`src/design/fov_pkg.sv`:
```
package fov_pkg;

    // signed coordinate width, holds -512..511 for all map sizes
    localparam int CW = 10;
    // bresenham error term width
    localparam int EW = 11;

    typedef logic signed [CW-1:0] t_coord;
    typedef logic signed [EW-1:0] t_err;

    // function codes of an input word
    localparam logic [1:0] FN_SET    = 2'd0;
    localparam logic [1:0] FN_VIEW   = 2'd1;
    localparam logic [1:0] FN_QUERY  = 2'd2;
    localparam logic [1:0] FN_UNUSED = 2'd3;

    // configuration register indexes
    localparam logic [1:0] CFG_MAP_WIDTH   = 2'd0;
    localparam logic [1:0] CFG_MAP_HEIGHT  = 2'd1;
    localparam logic [1:0] CFG_VIEW_RADIUS = 2'd2;
    localparam logic [1:0] CFG_LIGHT_WALLS = 2'd3;

    // perimeter edge being swept by the ray targets
    typedef enum logic [1:0] {
        E_TOP    = 2'd0,
        E_RIGHT  = 2'd1,
        E_BOTTOM = 2'd2,
        E_LEFT   = 2'd3
    } t_edge;

    // sequencer to ray stepper
    typedef struct packed {
        logic init;
        logic adv;
    } t_ray_ctl;

    // ray stepper to sequencer
    typedef struct packed {
        logic   at_end;
        t_coord cx;
        t_coord cy;
        t_coord ox;
        t_coord oy;
    } t_ray_st;

endpackage

```
`src/design/fov_ray.sv`:
```
module fov_ray (
    input  logic              i_clk,
    input  fov_pkg::t_ray_ctl i_ctl,
    input  fov_pkg::t_coord   i_px,
    input  fov_pkg::t_coord   i_py,
    input  fov_pkg::t_coord   i_tx,
    input  fov_pkg::t_coord   i_ty,
    output fov_pkg::t_ray_st  o_st
);
    import fov_pkg::*;

    t_coord r_cx, n_cx;
    t_coord r_cy, n_cy;
    t_coord r_sx, n_sx;
    t_coord r_sy, n_sy;
    t_coord r_adx, n_adx;
    t_coord r_ady, n_ady;
    t_coord r_tx, n_tx;
    t_coord r_ty, n_ty;
    t_err   r_err, n_err;
    logic   r_major, n_major;

    t_coord dx, dy, adx, ady;
    t_err   e_one;

    // direction set-up from viewpoint to target
    always_comb begin
        dx  = i_tx - i_px;
        dy  = i_ty - i_py;
        adx = dx[CW-1] ? -dx : dx;
        ady = dy[CW-1] ? -dy : dy;
    end

    // one bresenham step per advance
    always_comb begin
        n_cx    = r_cx;
        n_cy    = r_cy;
        n_sx    = r_sx;
        n_sy    = r_sy;
        n_adx   = r_adx;
        n_ady   = r_ady;
        n_tx    = r_tx;
        n_ty    = r_ty;
        n_err   = r_err;
        n_major = r_major;
        e_one   = r_err;
        if (i_ctl.init) begin
            n_cx    = i_px;
            n_cy    = i_py;
            n_tx    = i_tx;
            n_ty    = i_ty;
            n_adx   = adx;
            n_ady   = ady;
            n_sx    = (dx == '0) ? t_coord'(0) : (dx[CW-1] ? t_coord'(-1) : t_coord'(1));
            n_sy    = (dy == '0) ? t_coord'(0) : (dy[CW-1] ? t_coord'(-1) : t_coord'(1));
            n_major = adx > ady;
            n_err   = (adx > ady) ? t_err'(adx) : t_err'(ady);
        end else if (i_ctl.adv) begin
            if (r_major) begin
                n_cx  = r_cx + r_sx;
                e_one = r_err - t_err'(r_ady) - t_err'(r_ady);
                if (e_one[EW-1]) begin
                    n_cy  = r_cy + r_sy;
                    e_one = e_one + t_err'(r_adx) + t_err'(r_adx);
                end
            end else begin
                n_cy  = r_cy + r_sy;
                e_one = r_err - t_err'(r_adx) - t_err'(r_adx);
                if (e_one[EW-1]) begin
                    n_cx  = r_cx + r_sx;
                    e_one = e_one + t_err'(r_ady) + t_err'(r_ady);
                end
            end
            n_err = e_one;
        end
    end

    always_ff @(posedge i_clk) begin
        r_cx    <= n_cx;
        r_cy    <= n_cy;
        r_sx    <= n_sx;
        r_sy    <= n_sy;
        r_adx   <= n_adx;
        r_ady   <= n_ady;
        r_tx    <= n_tx;
        r_ty    <= n_ty;
        r_err   <= n_err;
        r_major <= n_major;
    end

    // current cell and offset from the viewpoint
    assign o_st.at_end = r_major ? (r_cx == r_tx) : (r_cy == r_ty);
    assign o_st.cx     = r_cx;
    assign o_st.cy     = r_cy;
    assign o_st.ox     = r_cx - i_px;
    assign o_st.oy     = r_cy - i_py;
endmodule

```
`config.mk`:
```
export PLATFORM = sky130hd
export DESIGN_NAME = fov_ray
export DESIGN_NICKNAME = d
export VERILOG_FILES = /design/src/design/fov_pkg.sv /design/src/design/fov_ray.sv
export SDC_FILE = /design/constraint.sdc
export NUM_CORES = 1
export LEC_CHECK = 0
export BUFFER_PORTS_ARGS = -buffer_cell sky130_fd_sc_hd__buf_4
export CAP_MARGIN = 20
export CORE_MARGIN = 10
export CORE_UTILIZATION = 61
export DETAILED_ROUTE_END_ITERATION = 12
export GPL_ROUTABILITY_DRIVEN = 1
export PLACE_DENSITY_LB_ADDON = 0.15
export SLEW_MARGIN = 10
export SYNTH_ARGS = -nofsm -noshare
export SYNTH_HDL_FRONTEND = slang
export SYNTH_SLANG_ARGS = --single-unit
```
`constraint.sdc`:
```
create_clock -name i_clk -period 5.7 [get_ports i_clk]
set_input_delay 0 -clock i_clk [delete_from_list [all_inputs] [get_ports i_clk]]
set_output_delay 0 -clock i_clk [all_outputs]
set_load 0.03 [all_outputs]
```
==> results.yml <==
clock_network:
  cts_root_buf: "clkbuf_16"
  path_clk_slew_ns: 0.06
  cts_sinks: 76
  ctsResizeCount: 0
  cts.htree.levels: 3
  clk_latency_ns: 0.33
  clk_path_buf_depth: 2
  cts_buffers: 9
  cts_tree: "yes"
synthesis:
  synth_top_family_by_area: "adder cells"
  synth.distinct_cells: 81
  synth_seq_cells: 76
  avgSynthCellArea_um2: 9.27
  synth_compound_area_share_pct: 17.9
  synth_edf_count: 76
  synthTopCellsByArea: "edfxtp_1 (28%), ha_1 (16%), xnor2_1 (6.0%)"
  syn_area_mm2: 0.00805
  synth_top_area_cell: "edfxtp_1"
  synth-seq-area-share_pct: 28.4
  synth-xor-area-share_pct: 11.7
  yosysWarnings: 0
  synthAdderAreaFrac_pct: 18.2
  yosysMostFrequentCell: "ha_1"
  synth_commonest_cells: "ha_1 (104), inv_1 (87), edfxtp_1 (76)"
  synth.top_cell.area_share_pct: 28.4
  yosys.area_share.simple_pct: 15.8
  syn-num-nets: 1023
  postSynthCellCount: 868
  synthFlopType: "edfxtp_1"
  synthArstFlopShare_pct: 0
  yosys-mux-area-fraction_pct: 3.11
worst_setup_path:
  worstSetupStartpoint: "i_tx[0]"
  r2r_end: "r_err[10]$_DFFE_PP_"
  cp-endpoint: "r_err[10]$_DFFE_PP_"
  worstSetupStartpointType: "input port"
  critPathArrivalTime_ns: 4.96
  rr_startpoint: "r_err[1]$_DFFE_PP_"
  worst-path-max-fanout: 10
  cp.required_ns: 5.76
  end_kind: "register"
  worst-setup-path-type: "in -> reg"
  reg2reg_slack_ns: 1.96
  r2r_cells: 14
global_route:
  grt_pass1_wl_um: 31800
  grt_start_max_net_pins: 66
  grt.total_usage_pct: 21.2
  grt_overflow: 0
  grt_pass1_vias: 6658
  antenna_found_initial: 0
layout:
  fillCellCount: 957
  fin_nets: 1147
  n_antenna_cell: 0
  final_area_mm2: 0.00949
  syn_to_final_growth_pct: 17.9
  drive_gt1_share_pct: 14.6
route:
  m1WireLength_um: 8870
  wl_um: 19500
  wl_met3_um: 946
  drtPass1Iterations: 4
  ant_nets: 0
  top_layer_used: "met4"
  via_per_inst: 5.74
  wl_met2_um: 9350
  drt_iter0_markers: 345
  vias: 6707
  wl_per_cell_um: 16.7
  drc: 0
timing:
  fin_skew_ns: 0.00666
  hold_viol: 0
  final.setup.tns_ns: 0
  finalMaxSlewViolations: 0
  finalCriticalPeriod_ns: 4.91
  slew_headroom_pct: 48.5
  worst_pin_slew_ns: 0.772
  rsz0062_at_grt: "false"
  min_period_over_period_pct: 86.1
  setup-violations-final: 0
  clock.fmax_mhz: 204
floorplan:
  num_io_pins: 84
  die_h_um: 135
  row_count: 41
  core_area_mm2: 0.0128
  die_w_um: 135
  start_util_pct: 63.0
  dieArea_mm2: 0.0182
placed_design:
  dp_hpwl_um: 15400
  portBuffers: 83
  routabilityCongestion: 0.902
  dpl-instance-area_mm2: 0.00884
min_path:
  hold_start: "i_px[0]"
  holdCritPathClass: "in -> reg"
run:
  drv_cap: 0
status:
  status: "finished, final reports clean"
-- critical path, stage by stage --
cell,delay [ns]
dlygate4sd3_1,0.53
buf_4,0.14
inv_1,0.04
ha_1,0.17
inv_1,0.06
fa_1,0.43
a21oi_1,0.30
o211ai_1,0.16
o41ai_2,0.24
xor2_1,0.40
nand3_1,0.16
nor3_1,0.32
ha_1,0.23
or4b_1,0.50
o31ai_4,0.43
inv_2,0.17
nand2_1,0.14
nor4_1,0.07
a41oi_1,0.32
nand3_1,0.14
-- timing repair --
item                                   in CTS  in global routing
hold buffers                               37                  0
setup buffers                               0                  0
endpoints found under the hold margin      37                  0
-- final cells by class --
type                    count  area [µm²]  share of cell area, %
clock inverters             7        42.5                  0.448
repair buffers            124        1020                   10.8
inverters                  90         338                   3.56
clock buffers               9         225                   2.37
multi-input cells         691        5360                   56.5
well taps                 172         215                   2.27
flip-flops and latches     76        2280                   24.1
-- flip-flops by register name, summed over array words and instances, names as in the netlist --
register	flops
r_adx	10
r_ady	10
r_cx	10
r_cy	10
r_err	11
r_major	1
r_sx	2
r_sy	2
r_tx	10
r_ty	10
-- kinds of logic after synthesis --
kind of cell	Yosys count
fa+ha+maj	112
mux	23
compound gates	199
flops	76
xor+xnor	105
buf+inv	101
simple gates	252
-- worst min path at each step --
stage | to | cells after the start
after floorplan | r_tx[0]$_DFFE_PP_ | 0
after global placement | r_tx[0]$_DFFE_PP_ | 1
after detailed placement | r_ty[0]$_DFFE_PP_ | 1
after CTS | r_cx[0]$_DFFE_PP_ | 2
after global routing | r_cx[0]$_DFFE_PP_ | 2
final | r_cx[0]$_DFFE_PP_ | 2
-- layer usage --
layer / vias to the layer above / global-route usage, %
met1: 3128 / 27.0
met2: 157 / 36.0
li1: 3393 / -
met3: 29 / 3.26
met5: - / 0
met4: 0 / 6.65
-- layout by cell type (no fill, tap or decap), drive strengths merged, types with 37 or more instances in the layout --
cell,count
xor2,48
dlygate4sd3,37
ha,104
nand2,69
edfxtp,76
xnor2,57
nor2,58
a21oi,44
buf,87
inv,91
o21ai,47
-- through the flow --
stage	cells	utilization, %	hold slack [ns]	setup slack [ns]
finish	1169	74.3	0.00525	0.794
global route	1169	74.3	0.00362	0.451
CTS	1168	74.2	0.000945	0.842
detailed placement	1115	69.2	0.194	1.07
global placement	1115	69.2	0.188	1.23
floorplan	868	-	0.0989	1.70
Power is left out: the tool's default activity adds up to more than one toggle a clock period on the data nets, which glitch-free logic cannot reach.
